File: src/rtl/gac_pkg.sv
// ----------------------------------------------------------------------------
// gac_pkg
// shared constants and types of the gamepad axis conditioner
// ----------------------------------------------------------------------------
`default_nettype none

package gac_pkg;

  // pad storage
  localparam int unsigned NUM_PADS   = 8;
  localparam int unsigned WHEEL_PADS = 4;
  localparam int unsigned PAD_AW     = (NUM_PADS > 1) ? $clog2(NUM_PADS) : 1;

  // controller type codes
  localparam logic [7:0] ID_ANALOG_STICK = 8'h53;
  localparam logic [7:0] ID_ANALOG       = 8'h73;
  localparam logic [7:0] ID_TWIST        = 8'h23;
  localparam logic [7:0] ID_JOG          = 8'hE3;

  // axis constants
  localparam logic [7:0] AXIS_CENTRE = 8'h80;
  localparam logic [7:0] AXIS_MIN    = 8'h00;
  localparam logic [7:0] AXIS_MAX    = 8'hFF;
  localparam logic [7:0] LY_GLITCH   = 8'hFF;
  // distance of 0x31 from centre: at or above 0xb1, at or below 0x4f
  localparam logic [7:0] ACT_HIGH    = 8'hB1;
  localparam logic [7:0] ACT_LOW     = 8'h4F;
  localparam logic [17:0] JOG_OFFSET = 18'd10;

  // configuration register map
  typedef enum logic [1:0] {
    REG_LEFT_MASK  = 2'd0,
    REG_RIGHT_MASK = 2'd1,
    REG_UP_MASK    = 2'd2,
    REG_DOWN_MASK  = 2'd3
  } cfg_reg_e;

  localparam logic [15:0] LEFT_MASK_RST  = 16'd4;
  localparam logic [15:0] RIGHT_MASK_RST = 16'd8;
  localparam logic [15:0] UP_MASK_RST    = 16'd1;
  localparam logic [15:0] DOWN_MASK_RST  = 16'd2;

  typedef struct packed {
    logic [2:0]  pad_index;
    logic        report_present;
    logic        plugged_in;
    logic [7:0]  controller_id;
    logic [7:0]  left_x;
    logic [7:0]  left_y;
    logic [7:0]  right_x;
    logic [7:0]  right_y;
    logic [7:0]  twist;
    logic [15:0] jog_rotation;
    logic [15:0] buttons_held;
    logic [7:0]  dead_zone;
  } report_t;

  typedef struct packed {
    logic [7:0] lx;
    logic [7:0] ly;
    logic [7:0] rx;
    logic [7:0] ry;
  } axes_t;

  typedef struct packed {
    logic [2:0] pad_index;
    axes_t      raw;
    logic [7:0] resolved_x;
    logic [7:0] resolved_y;
    logic       activity_seen;
    logic [7:0] jog_force;
    logic       jog_force_valid;
    logic       wheel_attached;
  } result_t;

  localparam axes_t AXES_CENTRE = '{AXIS_CENTRE, AXIS_CENTRE, AXIS_CENTRE, AXIS_CENTRE};

  function automatic logic far_from_centre(input logic [7:0] v);
    far_from_centre = (v >= ACT_HIGH) || (v <= ACT_LOW);
  endfunction

  function automatic logic [7:0] resolve_axis(input logic [7:0]  raw,
                                              input logic [15:0] held,
                                              input logic [15:0] neg,
                                              input logic [15:0] pos,
                                              input logic        follow);
    if ((held & neg) != '0) begin
      resolve_axis = AXIS_MIN;
    end else if ((held & pos) != '0) begin
      resolve_axis = AXIS_MAX;
    end else begin
      resolve_axis = follow ? raw : AXIS_CENTRE;
    end
  endfunction

endpackage

`default_nettype wire

File: src/rtl/gamepad_axis_conditioner_top.sv
// ----------------------------------------------------------------------------
// gamepad_axis_conditioner_top
// per-pad controller report conditioning: raw axes, glitch filter, jog, override
// ----------------------------------------------------------------------------
// path: an accepted input transaction passes the input register, then one
//   compute step into the output (result) register
// throughput: one transaction per cycle unless stalled; per-pad state is updated at the edge
//   the result is registered, so a report for the same pad may follow at once
// reset: asynchronous active low; all pads come up with centred axes,
//   previous left-y cleared and the button masks at their defaults
`default_nettype none

module gamepad_axis_conditioner_top import gac_pkg::*; (
  input  wire logic        clk_i,
  input  wire logic        rst_ni,

  // configuration port
  input  wire logic        psel,
  input  wire logic        penable,
  input  wire logic        pwrite,
  input  wire logic [3:0]  paddr,
  input  wire logic [31:0] pwdata,
  output      logic [31:0] prdata,
  output      logic        pready,

  // report channel
  input  wire logic        in_valid_i,
  output      logic        in_stall_o,
  input  wire logic [2:0]  pad_index_i,
  input  wire logic        report_present_i,
  input  wire logic        plugged_in_i,
  input  wire logic [7:0]  controller_id_i,
  input  wire logic [7:0]  left_x_i,
  input  wire logic [7:0]  left_y_i,
  input  wire logic [7:0]  right_x_i,
  input  wire logic [7:0]  right_y_i,
  input  wire logic [7:0]  twist_i,
  input  wire logic signed [15:0] jog_rotation_i,
  input  wire logic [15:0] buttons_held_i,
  input  wire logic [7:0]  dead_zone_i,

  // result channel
  output      logic        out_valid_o,
  input  wire logic        out_stall_i,
  output      logic [2:0]  out_pad_index_o,
  output      logic [7:0]  raw_left_x_o,
  output      logic [7:0]  raw_left_y_o,
  output      logic [7:0]  raw_right_x_o,
  output      logic [7:0]  raw_right_y_o,
  output      logic [7:0]  resolved_x_o,
  output      logic [7:0]  resolved_y_o,
  output      logic        activity_seen_o,
  output      logic [7:0]  jog_force_o,
  output      logic        jog_force_valid_o,
  output      logic        wheel_attached_o
);

  // --------------------------------------------------------------------------
  // configuration registers: button masks
  // --------------------------------------------------------------------------
  logic [15:0] left_mask_q, right_mask_q, up_mask_q, down_mask_q;
  logic        cfg_wr;
  cfg_reg_e    cfg_addr;

  assign pready   = 1'b1;
  assign cfg_wr   = psel && penable && pwrite;
  assign cfg_addr = cfg_reg_e'(paddr[3:2]);

  always_ff @(posedge clk_i or negedge rst_ni) begin
    if (!rst_ni) begin
      left_mask_q  <= LEFT_MASK_RST;
      right_mask_q <= RIGHT_MASK_RST;
      up_mask_q    <= UP_MASK_RST;
      down_mask_q  <= DOWN_MASK_RST;
    end else if (cfg_wr) begin
      unique case (cfg_addr)
        REG_LEFT_MASK:  left_mask_q  <= pwdata[15:0];
        REG_RIGHT_MASK: right_mask_q <= pwdata[15:0];
        REG_UP_MASK:    up_mask_q    <= pwdata[15:0];
        REG_DOWN_MASK:  down_mask_q  <= pwdata[15:0];
        default: ;
      endcase
    end
  end

  // read back, zero extended
  always_comb begin
    unique case (cfg_addr)
      REG_LEFT_MASK:  prdata = {16'd0, left_mask_q};
      REG_RIGHT_MASK: prdata = {16'd0, right_mask_q};
      REG_UP_MASK:    prdata = {16'd0, up_mask_q};
      REG_DOWN_MASK:  prdata = {16'd0, down_mask_q};
      default:        prdata = '0;
    endcase
  end

  // --------------------------------------------------------------------------
  // handshake: input register -> compute -> result register
  // --------------------------------------------------------------------------
  logic    s1_valid_q, s1_valid_d;
  report_t s1_q;
  logic    out_valid_q, out_valid_d;
  result_t out_q, res_d;
  logic    in_fire, advance;

  // the input register moves on whenever the result register is free or drains
  assign advance    = s1_valid_q && (!out_valid_q || !out_stall_i);
  assign in_stall_o = s1_valid_q && !advance;
  assign in_fire    = in_valid_i && !in_stall_o;

  assign s1_valid_d  = in_fire || (s1_valid_q && !advance);
  assign out_valid_d = advance || (out_valid_q && out_stall_i);

  always_ff @(posedge clk_i or negedge rst_ni) begin
    if (!rst_ni) begin
      s1_valid_q  <= 1'b0;
      out_valid_q <= 1'b0;
    end else begin
      s1_valid_q  <= s1_valid_d;
      out_valid_q <= out_valid_d;
    end
  end

  // payload registers carry no reset
  always_ff @(posedge clk_i) begin
    if (in_fire) begin
      s1_q <= '{pad_index:      pad_index_i,
                report_present: report_present_i,
                plugged_in:     plugged_in_i,
                controller_id:  controller_id_i,
                left_x:         left_x_i,
                left_y:         left_y_i,
                right_x:        right_x_i,
                right_y:        right_y_i,
                twist:          twist_i,
                jog_rotation:   jog_rotation_i,
                buttons_held:   buttons_held_i,
                dead_zone:      dead_zone_i};
    end
    if (advance) begin
      out_q <= res_d;
    end
  end

  // --------------------------------------------------------------------------
  // per-pad state: raw axes and last left-y of an analog pad
  // --------------------------------------------------------------------------
  axes_t             raw_axes_q [NUM_PADS];
  logic [7:0]        prev_ly_q  [NUM_PADS];
  logic [PAD_AW-1:0] pad_idx;
  logic              pad_ok;
  axes_t             raw_cur, raw_new;
  logic [7:0]        prev_cur;
  logic              raw_we, prev_we;

  assign pad_idx  = PAD_AW'(s1_q.pad_index);
  assign pad_ok   = 5'(s1_q.pad_index) < 5'(NUM_PADS);
  assign raw_cur  = raw_axes_q[pad_idx];
  assign prev_cur = prev_ly_q[pad_idx];

  // --------------------------------------------------------------------------
  // report decode
  // --------------------------------------------------------------------------
  logic        is_analog, is_twist, is_jog, follow, wheel_pad;
  logic [7:0]  ly_filt;
  logic [16:0] rot_ext, jog_mag;
  logic [17:0] jog_diff;
  logic [7:0]  jog_force, jog_x;
  logic        rot_lo, rot_hi;

  assign is_analog = (s1_q.controller_id == ID_ANALOG_STICK) ||
                     (s1_q.controller_id == ID_ANALOG);
  assign is_twist  = s1_q.controller_id == ID_TWIST;
  assign is_jog    = s1_q.controller_id == ID_JOG;
  assign follow    = is_analog || is_twist || is_jog;
  assign wheel_pad = 5'(s1_q.pad_index) < 5'(WHEEL_PADS);

  // left-y glitch filter: a stray 0xff is replaced by the previous byte
  assign ly_filt = ((s1_q.left_y == LY_GLITCH) && (prev_cur != LY_GLITCH)) ?
                   prev_cur : s1_q.left_y;

  // jog force: (|rot| - 10 - dead zone) * 8, clamped to a byte
  assign rot_ext  = {s1_q.jog_rotation[15], s1_q.jog_rotation};
  assign jog_mag  = s1_q.jog_rotation[15] ? (17'd0 - rot_ext) : rot_ext;
  assign jog_diff = {1'b0, jog_mag} - JOG_OFFSET - {10'd0, s1_q.dead_zone};

  always_comb begin
    if (jog_diff[17]) begin
      jog_force = 8'd0;
    end else if (jog_diff[16:5] != '0) begin
      jog_force = AXIS_MAX;
    end else begin
      jog_force = {jog_diff[4:0], 3'b000};
    end
  end

  // jog x: rotation clamped to -128..127, offset by 128
  assign rot_lo = s1_q.jog_rotation[15] && !(&s1_q.jog_rotation[14:7]);
  assign rot_hi = !s1_q.jog_rotation[15] && (|s1_q.jog_rotation[14:7]);

  always_comb begin
    priority if (rot_lo) begin
      jog_x = AXIS_MIN;
    end else if (rot_hi) begin
      jog_x = AXIS_MAX;
    end else begin
      jog_x = {~s1_q.jog_rotation[7], s1_q.jog_rotation[6:0]};
    end
  end

  // --------------------------------------------------------------------------
  // new raw axes and result
  // --------------------------------------------------------------------------
  always_comb begin
    raw_new  = raw_cur;
    prev_we  = 1'b0;
    res_d    = '0;
    res_d.pad_index = s1_q.pad_index;

    if (!s1_q.report_present) begin
      // no packet: the pad falls back to centre
      raw_new = AXES_CENTRE;
    end else if (s1_q.plugged_in) begin
      if (is_analog) begin
        raw_new = '{s1_q.left_x, ly_filt, s1_q.right_x, s1_q.right_y};
        prev_we = 1'b1;
      end else if (is_twist) begin
        raw_new = '{s1_q.twist, AXIS_CENTRE, AXIS_CENTRE, AXIS_CENTRE};
        res_d.wheel_attached = wheel_pad;
      end else if (is_jog) begin
        raw_new = '{jog_x, AXIS_CENTRE, AXIS_CENTRE, AXIS_CENTRE};
        res_d.wheel_attached  = wheel_pad;
        res_d.jog_force       = jog_force;
        res_d.jog_force_valid = 1'b1;
      end else begin
        raw_new = AXES_CENTRE;
      end
    end
    // an unplugged report keeps the stored axes but still resolves them

    res_d.raw = raw_new;
    if (s1_q.report_present) begin
      res_d.activity_seen = far_from_centre(raw_new.lx) || far_from_centre(raw_new.ly) ||
                            far_from_centre(raw_new.rx) || far_from_centre(raw_new.ry);
      res_d.resolved_x = resolve_axis(raw_new.lx, s1_q.buttons_held,
                                      left_mask_q, right_mask_q, follow);
      res_d.resolved_y = resolve_axis(raw_new.ly, s1_q.buttons_held,
                                      up_mask_q, down_mask_q, follow);
    end else begin
      res_d.resolved_x = AXIS_CENTRE;
      res_d.resolved_y = AXIS_CENTRE;
    end

    // a pad beyond the table leaves state alone and reports centre
    if (!pad_ok) begin
      res_d     = '0;
      res_d.pad_index  = s1_q.pad_index;
      res_d.raw        = AXES_CENTRE;
      res_d.resolved_x = AXIS_CENTRE;
      res_d.resolved_y = AXIS_CENTRE;
      prev_we   = 1'b0;
    end
  end

  assign raw_we = advance && pad_ok;

  always_ff @(posedge clk_i or negedge rst_ni) begin
    if (!rst_ni) begin
      for (int i = 0; i < NUM_PADS; i++) begin
        raw_axes_q[i] <= AXES_CENTRE;
        prev_ly_q[i]  <= 8'd0;
      end
    end else begin
      if (raw_we) begin
        raw_axes_q[pad_idx] <= raw_new;
      end
      // previous left-y tracks the unfiltered byte
      if (raw_we && prev_we) begin
        prev_ly_q[pad_idx] <= s1_q.left_y;
      end
    end
  end

  // --------------------------------------------------------------------------
  // outputs
  // --------------------------------------------------------------------------
  assign out_valid_o       = out_valid_q;
  assign out_pad_index_o   = out_q.pad_index;
  assign raw_left_x_o      = out_q.raw.lx;
  assign raw_left_y_o      = out_q.raw.ly;
  assign raw_right_x_o     = out_q.raw.rx;
  assign raw_right_y_o     = out_q.raw.ry;
  assign resolved_x_o      = out_q.resolved_x;
  assign resolved_y_o      = out_q.resolved_y;
  assign activity_seen_o   = out_q.activity_seen;
  assign jog_force_o       = out_q.jog_force;
  assign jog_force_valid_o = out_q.jog_force_valid;
  assign wheel_attached_o  = out_q.wheel_attached;

  // --------------------------------------------------------------------------
  // assertions
  // --------------------------------------------------------------------------
  // the input side only backs up while a transaction sits in the input register
  a_stall_needs_item: assert property (@(posedge clk_i) disable iff (!rst_ni)
    in_stall_o |-> s1_valid_q)
    else $error("input stalled with empty input register");

  // jog force is zero unless a jog report produced it
  a_force_only_on_jog: assert property (@(posedge clk_i) disable iff (!rst_ni)
    (out_valid_o && !jog_force_valid_o) |-> (jog_force_o == 8'd0))
    else $error("jog force without a jog report");

  // a wheel is only flagged for the low pads
  a_wheel_pad_range: assert property (@(posedge clk_i) disable iff (!rst_ni)
    (out_valid_o && wheel_attached_o) |-> (5'(out_pad_index_o) < 5'(WHEEL_PADS)))
    else $error("wheel flagged on a high pad");

  // a report with no packet leaves its pad centred
  a_absent_centres: assert property (@(posedge clk_i) disable iff (!rst_ni)
    (advance && !s1_q.report_present && pad_ok) |=>
      (raw_axes_q[$past(pad_idx)] == AXES_CENTRE))
    else $error("absent report did not centre the pad");

endmodule

`default_nettype wire
File: config.mk
export PLATFORM = sky130hd
export DESIGN_NAME = gamepad_axis_conditioner_top
export DESIGN_NICKNAME = d
export VERILOG_FILES = /design/src/rtl/gac_pkg.sv /design/src/rtl/gamepad_axis_conditioner_top.sv
export SDC_FILE = /design/constraint.sdc
export NUM_CORES = 1
export LEC_CHECK = 0
export ABC_AREA = 1
export CORE_ASPECT_RATIO = 0.6
export CORE_MARGIN = 2
export CORE_UTILIZATION = 37
export CTS_CLUSTER_SIZE = 28
export DETAILED_ROUTE_END_ITERATION = 8
export DONT_BUFFER_PORTS = 1
export PLACE_DENSITY_LB_ADDON = 0.05
export SLEW_MARGIN = 20
export SYNTH_ARGS = -nofsm -noshare
export SYNTH_HDL_FRONTEND = slang
export SYNTH_SLANG_ARGS = --single-unit
File: constraint.sdc
create_clock -name clk_i -period 4 [get_ports clk_i]
set_input_delay 0 -clock clk_i [delete_from_list [all_inputs] [get_ports clk_i]]
set_output_delay 0 -clock clk_i [all_outputs]
set_load 0.05 [all_outputs]
**After elaboration in Yosys (flattened, before gate mapping)**

Index checks and enable logic that the tools add are counted.

- Flip-flop bits (word level): 541
- Word-level logic and storage cells: 184
- Input port bits: 136

- Add/subtract/negate cells: 3
- Reduce and logical (&&, ||, !) cells: 47
- Bitwise operators: 9
- Equality and inequality tests: 9
- $lt $le $gt $ge: 11
- Multiplexer cells: 34

Operator list:

| cell | count |
|---|---|
| $bwmux 256 | 1 |
| $mux 32 | 8 |
| $pmux 32 s4 | 1 |
| $mux 8 | 13 |
| $bmux 32 s3 | 1 |
| $demux 32 s3 | 1 |
| $and 16x16->16 | 4 |
| $bwmux 64 | 1 |
| $reduce_bool 16->1 | 4 |
| $ge 8x8->1 const B | 4 |
| $le 8x7->1 const B | 4 |
| $bmux 8 s3 | 1 |
| $demux 8 s3 | 1 |
| $sub 17x4->18 const B | 1 |
| $sub 18x8->18 | 1 |
| $mux 17 | 1 |
| $sub 1x16->17 const A | 1 |
| $eq 8x7->1 const B | 2 |
| $eq 8x8->1 const B | 2 |
| $logic_or 1x1->1 | 13 |
| $reduce_bool 12->1 | 1 |
| $logic_and 1x1->1 | 11 |
| $eq 8x6->1 const B | 1 |
| $ne 8x8->1 const B | 1 |
| other kinds (18) | 34 |

**Logic depth before layout (Yosys ltp)**

Gate-level depths: netlist of the first run.

- Word-level depth: 15
- Depth in mapped cells: 22

**Least setup slack after synthesis of the first run**

Ideal clock, no wire load.

- Kind: register to register
- Start: register out_valid_q (netlist: out_valid_o)
- End: register s1_q, in the netlist pad_idx[0] (enable)
- Period minus slack after synthesis: 3.085 ns
- Slack: 0.915 ns
- Cell stages (with the launch flop): 4
- Buffers on the path: 0
- Arrival time: 2.638 ns
- Library setup time: 0.447 ns
- Data required time: 3.553 ns
- Cell sequence: dfrtp_1 > nand2_1 > o21ai_0 > inv_1

- Longest elaborated chain between the ends: 7

RTL lines:

| what | line | RTL |
|---|---|---|
| start: declaration | gamepad_axis_conditioner_top.sv:102 | `logic out_valid_q, out_valid_d;` |
| start signal: assignment | gamepad_axis_conditioner_top.sv:120 | `out_valid_q <= out_valid_d;` |
| $logic_not 1->1 | gamepad_axis_conditioner_top.sv:107 | `assign advance = s1_valid_q && (!out_valid_q \|\| !out_stall_i);` |
| $logic_or 1x1->1 | gamepad_axis_conditioner_top.sv:107 |  |
| $logic_and 1x1->1 | gamepad_axis_conditioner_top.sv:107 |  |
| $logic_not 1->1 | gamepad_axis_conditioner_top.sv:108 | `assign in_stall_o = s1_valid_q && !advance;` |
| $logic_and 1x1->1 | gamepad_axis_conditioner_top.sv:108 |  |
| $logic_not 1->1 | gamepad_axis_conditioner_top.sv:109 | `assign in_fire = in_valid_i && !in_stall_o;` |
| $logic_and 1x1->1 | gamepad_axis_conditioner_top.sv:109 |  |
| net in_fire | gamepad_axis_conditioner_top.sv:104 | `logic in_fire, advance;` |
| end signal: assignment | gamepad_axis_conditioner_top.sv:127 | `s1_q <= '{pad_index: pad_index_i,` |
| end: declaration | gamepad_axis_conditioner_top.sv:101 | `report_t s1_q;` |

The timed path passes the listed nets, and every way through them passes these cells.
A chain may end at the register's enable or synchronous reset.

**Worst setup path after layout of the first run**

- Start: register s1_q, in the netlist rot_ext[0]
- End: register out_q, in the netlist jog_force_o[3] (data pin)

- Longest elaborated chain between the ends: 6

RTL lines:

| what | line | RTL |
|---|---|---|
| $sub 1x16->17 | gamepad_axis_conditioner_top.sv:184 | `assign jog_mag = s1_q.jog_rotation[15] ? (17'd0 - rot_ext) : rot_ext;` |
| $mux 17 * | gamepad_axis_conditioner_top.sv:184 |  |
| $sub 17x4->18 * | gamepad_axis_conditioner_top.sv:185 | `assign jog_diff = {1'b0, jog_mag} - JOG_OFFSET - {10'd0, s1_q.dead_zone};` |
| $sub 18x8->18 * | gamepad_axis_conditioner_top.sv:185 |  |
| $reduce_bool 12->1 | gamepad_axis_conditioner_top.sv:190 | `end else if (jog_diff[16:5] != '0) begin` |
| $mux 8 | gamepad_axis_conditioner_top.sv:190 |  |
| end signal: assignment | gamepad_axis_conditioner_top.sv:141 | `out_q <= res_d;` |
| end: declaration | gamepad_axis_conditioner_top.sv:103 | `result_t out_q, res_d;` |

Every way passes the cells marked *; elsewhere a longest branch is shown, timed or not.

==> results.md, run 1 <==
* Arrival time of the worst setup path at 3910 ps
* Number of enable flip-flop cells after synthesis at 153
* Total I/O pin count at 233
* Power per unit of standard cell area at 500.6 nW/um^2
* DR DRC count at 0
* Warnings, synthesis at 0
* Number of synthesized register bits at 539
* Total Power Consumption at 0.01489 W
* Sequential element share of the synthesized area at 0.5804
* DR vias at 20122
* Worst slew margin relative to its limit at 0.02821
* Area taken by flip-flops and latches at 14300 um^2
* Combined area of the multi-input logic cells at 8631 um^2
* Antenna viol nets, final at 0
* VDD IR-drop max at 0.2984 mV
* CTS tree: done
* Final Cycle Share at 0.8836
* Global placement routability congestion at 0.8721
* Cell type with the highest occurrence count on the critical path: inv_1
* HP Class: input pin to async pin
* Gate count of the mapped netlist at 2848
* Status: finished with violations
* Syn_area_per_cell at 8.651 um^2
* Synth top area cells: dfrtp_1 (36%), edfxtp_1 (19%), nand2_1 (14%)
* Final hold slack at -931.5 ps
* Port bufs at 0
* Filler instances at 6442
* Share of flip-flops with an asynchronous set or reset at 0.7161
* Largest area contributor in the synthesized netlist: dfrtp_1
* Sort of element at the start of the critical path: flip-flop
* Worst Setup Slack post-DPL at 453.0 ps
* Worst clock skew at 27.90 ps
* Synth-to-Final Area Change at 20.73%
* Master cell of the clock root buffer: clkbuf_16
* Setup TNS Final at 0 ps
* Cell types with the highest counts after synthesis: nand2_1 (914), o21ai_0 (397), dfrtp_1 (350)
* Number of buffers inserted to repair setup after CTS at 0
* Initial antenna violation count at 1
* Area share of the largest cell type after synthesis at 0.3555
* Final Hold Viols at 386
* Wire length of the first global-routing pass at 121500 um
* Number of maximum-capacitance constraint violations at 0
* H-tree lvl count at 2
* Area of the die at 68740 um^2
* Non-filler cells, final at 4013
* Setup repair after global routing missed its margin: no
* Minimum clock period after layout at 3534 ps
* Gate family responsible for the most delay along the worst path: simple AND/OR/NAND/NOR gates
* Final setup violation count at 0
* Most used flip-flop cell after synthesis: dfrtp_1
* Slew Viols, Final at 0
* First-pass iteration count of the detailed router at 5
* Number of placement rows at 73
* Worst setup path category: flip-flop to flip-flop
* P_leak at 13.46 nW
* Failing checks: negative hold slack
* CTS buffer count at 55
* Share of layout cells above drive strength 1 at 0.08641
* Slowest stage cell, crit path: edfxtp_1
* Die height at 203.9 um
* Number of sinks driven by the clock tree at 539
* Diode insertion count for antenna repair at 0
* Buffers from clock root to sink, at most at 3
* Nets at 3222
* Cell variety after synth at 50
* Vias in the first global route at 19313
* Gr usage total at 0.2347
* Crit path buffers/inverters at 5
* Cell Area, Synth at 24640 um^2
* Vias per inst at 5.014
* Kind of end point of the critical path: flip-flop
* Pin count of the biggest net entering global routing at 387
* Clk Latency, worst-skew pair at 630 ps
* Worst path max stage delay at 390 ps
* Achievable Freq at 282.9 MHz
* Minimum setup slack in the final design at 465.8 ps
* DR iter-0 viols at 1838
* Overall overflow remaining after global route at 0
* Required time at the endpoint of the critical path at 4370 ps
* Initial core utilization at 0.3731
* Sum of routed wire length over all layers at 80170 um
* Clk pin slew, worst setup/hold paths at 70 ps
* Placed cells at 3709
* Die Width at 337.1 um
* Detailed placer's ending HPWL at 52370 um
* Average wire length per cell after detail routing at 19.98 um
* Worst slew pin tran at 1458 ps
* Crit path cell chain: inv_1 > ha_1 > nand3_1 > nor3_1 > or2_2 > xor2_1 > inv_1 > ha_1 > inv_1 > ha_1 > nand2_1 > inv_1 > nand4_1 > o211ai_1 > xnor2_1 > nand2_1 > inv_1 > nand3_1 > nor2_1 > nand4_1 > nand2_1 > nand2_1
* Count leader, synth: nand2_1
* Worst Path Max Fanout at 6
* Core box area at 66040 um^2
## cell type report
cell class,count,area share
inverter,302,0.03841
tap,900,0.03786
timing repair buffer,284,0.09120
clock buffer,66,0.04800
clock inverter,36,0.01367
multi-input combinational,1886,0.2902
sequential,539,0.4807
## report_power, final
part	total (W)	leakage, nW	internal [W]	switching (W)
Combinational	0.00225	6.08	0.000797	0.00146
Clock	0.00542	0.902	0.00312	0.00231
Sequential	0.00721	6.48	0.00658	0.000635
## placed cells by master, fill, tap and decap left out, types with 4 or more instances in the layout
cell,synthesis,final
a21oi_1,45,45
a21oi_2,5,5
a221oi_1,9,9
a22o_1,8,8
a31oi_1,23,23
buf_12,0,6
buf_4,27,76
bufinv_16,0,9
clkbuf_1,80,10
clkbuf_16,0,55
clkinv_1,4,13
clkinv_2,0,15
conb_1,2,17
dfrtp_1,350,350
dfstp_2,36,36
dlygate4sd3_1,0,202
edfxtp_1,153,153
ha_1,17,17
inv_1,284,282
inv_2,12,12
nand2_1,914,912
nand2_2,14,16
nand3_1,97,97
nand3_2,4,4
nand4_1,28,28
nor2_1,199,191
nor2_2,8,16
nor3_1,7,7
o2111ai_1,9,9
o211ai_1,4,4
o21ai_0,397,397
o21ai_1,9,9
o22ai_1,32,32
or2_2,4,4
xor2_1,11,11
## what timing repair did
| item | in CTS | in global routing |
|---|---|---|
| hold endpoints to repair | 545 | 387 |
| gates resized for setup | 0 | 1 |
| endpoints found under the setup margin | 0 | 4 |
| hold buffers | 201 | 1 |
## per-stage QoR
| stage | util | cell area (um^2) |
|---|---|---|
| global route | 0.4504 | 29740 |
| global placement | 0.3919 | 25880 |
| detailed placement | 0.3919 | 25880 |
| floorplan | - | 24690 |
| CTS | 0.4502 | 29730 |
| finish | 0.4504 | 29740 |
## cells by family (layout without fill, tap and decap cells)
kind of cell               after synthesis  in the layout  synth area share
other                                    2             17         0.0003048
adders and majority gates               18             18          0.009446
DFF                                    539            539            0.5804
buffers and inverters                  438            688           0.07288
xor gates and xnor gates                14             14          0.004977
and+or+nand+nor                       1288           1288            0.2117
AOI/OAI and AO/OA                      549            549            0.1203
## sequential cells by signal, indices dropped and copies added, names as in the netlist, 16 cells and up
signal        flops
right_mask_q     16
s1_q             74
down_mask_q      16
prev_ly_q        64
left_mask_q      16
rot_ext          16
raw_axes_q      256
up_mask_q        16
## final timing paths
path                                         from              end  slack (ps)  depth (start not counted)
worst max-delay path                   rot_ext[0]   jog_force_o[3]         470                         22
worst min-delay path                       rst_ni   down_mask_q[9]        -930                          0
worst max register to register         rot_ext[0]   jog_force_o[3]         470                         22
worst min register to register    raw_axes_q[210]  raw_axes_q[210]         480                          2
max in group asynchronous                  rst_ni    prev_ly_q[23]        3740                          0
min in group clk_i              jog_rotation_i[3]       rot_ext[3]          30                          1
## per-layer routing
layer	GRT usage	routed length (um)	vias to the layer above
met5	0	0	-
met4	0.05548	1434	0
met3	0.05617	6393	102
met2	0.3277	32610	648
met1	0.3623	39730	9735
li1	-	-	9637
## worst reg2reg max path: stages, from the launching register on
cell	delay, ps
edfxtp_1	390
inv_1	130
ha_1	190
nand3_1	140
nor3_1	230
or2_2	160
xor2_1	150
inv_1	60
ha_1	280
inv_1	50
ha_1	350
nand2_1	100
inv_1	70
nand4_1	70
o211ai_1	140
xnor2_1	150
nand2_1	60
inv_1	50
nand3_1	60
nor2_1	130
nand4_1	90
nand2_1	150
nand2_1	80
(Power assumes the default switching activity.)
==> inputs of run 2 (changes only) <==
CTS_BUF_LIST = sky130_fd_sc_hd__clkbuf_4   (was not set)
==> results.md, run 2 (same netlist as run 1, synthesis figures left out) <==
* Top flop regs: raw_axes_q (256), s1_q (74), prev_ly_q (64)
* Power per unit of standard cell area at 486.9 nW/um^2 (-2.7%)
* Arrival time of the worst setup path at 4170 ps (+260 ps)
* DR vias at 20787 (+3.3%)
* Total cell area at the placement stage at 25880 um^2 (unchanged)
* Vias per inst at 4.950 (-1.3%)
* Detailed placer's ending HPWL at 52370 um (unchanged)
* Core box area at 66040 um^2 (unchanged)
* Slew Viols, Final at 0 (unchanged)
* Minimum clock period after layout at 3567 ps (+32.44 ps)
* Most used cells in the layout excluding fill and tap cells: nand2_1 (912), o21ai_0 (397), dfrtp_1 (350), inv_1 (282)
* Most common cell after layout, fill and taps aside: nand2_1
* P_leak at 13.82 nW (+2.7%)
* Final setup violation count at 0 (unchanged)
* Clk pin slew, worst setup/hold paths at 60 ps (about the same)
* Area of the die at 68740 um^2 (unchanged)
* Cell type with the highest occurrence count on the critical path: inv_1
* Required time at the endpoint of the critical path at 4600 ps (+230 ps)
* First-pass iteration count of the detailed router at 8 (+3)
* Worst setup path category: flip-flop to flip-flop
* Buffers from clock root to sink, at most at 3 (unchanged)
* Overall overflow remaining after global route at 0 (unchanged)
* Average wire length per cell after detail routing at 19.49 um (-2.5%)
* Number of buffers inserted to repair setup after CTS at 0 (unchanged)
* Pin count of the biggest net entering global routing at 387 (unchanged)
* Sum of routed wire length over all layers at 81820 um (+2.1%)
* Flip-flop count of the largest register, all copies and words added at 256 (unchanged)
* Worst slew margin relative to its limit at 0.1764 (+0.1482)
* H-tree lvl count at 4 (+2)
* Final Cell Area at 30090 um^2 (+1.2%)
* Die height at 203.9 um (unchanged)
* Kind of end point of the critical path: flip-flop
* Worst path max stage delay at 390 ps (about the same)
* Synth-to-Final Area Change at 22.15%
* Wire length of the first global-routing pass at 124600 um (+2.5%)
* Gate family responsible for the most delay along the worst path: simple AND/OR/NAND/NOR gates
* Slowest stage cell, crit path: edfxtp_1
* Number of placement rows at 73 (unchanged)
* Worst Path Max Fanout at 6 (unchanged)
* Achievable Freq at 280.4 MHz (-0.91%)
* HP Class: input pin to async pin
* Status: finished with violations
* Nets at 3339 (+3.6%)
* Final Cycle Share at 0.8917 (+0.008110)
* Die Width at 337.1 um (unchanged)
* DR DRC count at 0 (unchanged)
* CTS buffer count at 143 (+160%)
* Initial core utilization at 0.3731 (unchanged)
* Initial antenna violation count at 2 (+1)
* Fin util at 0.4557 (+0.005287)
* Final hold slack at -1182 ps (-250.0 ps)
* Clk Latency, worst-skew pair at 900 ps (+270 ps)
* Setup TNS Final at 0 ps (unchanged)
* Number of maximum-capacitance constraint violations at 0 (unchanged)
* Global placement routability congestion at 0.8721 (unchanged)
* Vias in the first global route at 20245 (+4.8%)
* Worst slew pin tran at 1235 ps (-222.2 ps)
* Final Hold Viols at 386 (unchanged)
* Total I/O pin count at 233 (unchanged)
* Minimum setup slack in the final design at 433.3 ps (-32.44 ps)
* Antenna viol nets, final at 0 (unchanged)
* Crit path cell chain: inv_1 > ha_1 > nand3_1 > nor3_1 > or2_2 > xor2_1 > inv_1 > ha_1 > inv_1 > ha_1 > nand2_1 > inv_1 > nand4_1 > o211ai_1 > xnor2_1 > nand2_1 > inv_1 > nand3_1 > nor2_1 > nand4_1 > nand2_1 > nand2_1
* Crit path buffers/inverters at 5 (unchanged)
* Setup repair after global routing missed its margin: no
* Largest reg by FF count: raw_axes_q
* Gr usage total at 0.2410 (+0.006292)
* DR iter-0 viols at 1896 (+3.2%)
* Number of sinks driven by the clock tree at 539 (unchanged)
* Port bufs at 0 (unchanged)
* Sort of element at the start of the critical path: flip-flop
* FF-to-FF setup slack at 430 ps (-30 ps)
* Failing checks: negative hold slack
* Master cell of the clock root buffer: clkbuf_4
* Filler instances at 6530 (+1.4%)
* Share of layout cells above drive strength 1 at 0.1289 (+0.04249)
* VDD IR-drop max at 0.3155 mV (+5.7%)
* CTS tree: done
* Worst clock skew at 75.67 ps (+47.77 ps)
* Worst Setup Slack post-DPL at 453.0 ps (unchanged)
==> run 2: final timing paths <==
| path | from | endpoint | cells after the start |
|---|---|---|---|
| min in group clk_i | paddr[3] | right_mask_q[3] | 5 |
| max in group asynchronous | rst_ni | prev_ly_q[13] | 0 |
| min reg2reg | raw_axes_q[17] | raw_axes_q[17] | 2 |
| max reg2reg | rot_ext[0] | jog_force_o[3] | 22 |
| max | rot_ext[0] | jog_force_o[3] | 22 |
| min | rst_ni | down_mask_q[9] | 0 |
==> run 2: cell type report <==
type                    count  area [um^2]  share of cell area
flip-flops and latches    539        14300              0.4751
multi-input cells        1886         8631              0.2868
inverters                 302         1142             0.03796
repair buffers            313         3003             0.09978
diodes                      2        5.005           0.0001663
clock inverters            26        153.9            0.005114
clock buffers             231         1734             0.05762
well taps                 900         1126             0.03742
==> run 2: power by group <==
group / switching (W) / internal [W] / total (W)
Clock: 0.00243 / 0.00273 / 0.00516
Sequential: 0.000639 / 0.00657 / 0.00721
Combinational: 0.00147 / 0.000816 / 0.00228
==> run 2: routing by layer <==
layer	track usage	vias up	wire [um]
met5	0	-	0
met4	0.06665	0	1646
met3	0.07144	136	7070
met2	0.3322	762	33100
met1	0.3629	9915	40010
li1	-	9974	-
==> run 2: worst reg2reg max path, stage by stage (launching register included) <==
cell and delay (ps):
edfxtp_1 390, inv_1 140, ha_1 200, nand3_1 140, nor3_1 240, or2_2 170
xor2_1 150, inv_1 60, ha_1 280, inv_1 40, ha_1 340, nand2_1 100
inv_1 70, nand4_1 70, o211ai_1 140, xnor2_1 150, nand2_1 70, inv_1 50
nand3_1 60, nor2_1 130, nand4_1 90, nand2_1 150, nand2_1 70
==> run 2: per-stage QoR <==
step                      hold slack [ps]  cells  power (W)
final                               -1182   4199    0.01465
after global routing                -1292   4199    0.01553
after CTS                           -1309   4194    0.01480
after detailed placement           -287.5   3709   0.009377
after global placement             -284.7   3709   0.009329
after floorplan                    -295.6   2863   0.008673
==> run 2: what timing repair did <==
| item | 4_1_cts | 5_1_grt |
|---|---|---|
| setup endpoints to repair | 0 | 5 |
| hold endpoints to repair | 595 | 400 |
| resized for setup | 0 | 1 |
| hold buffers | 228 | 3 |
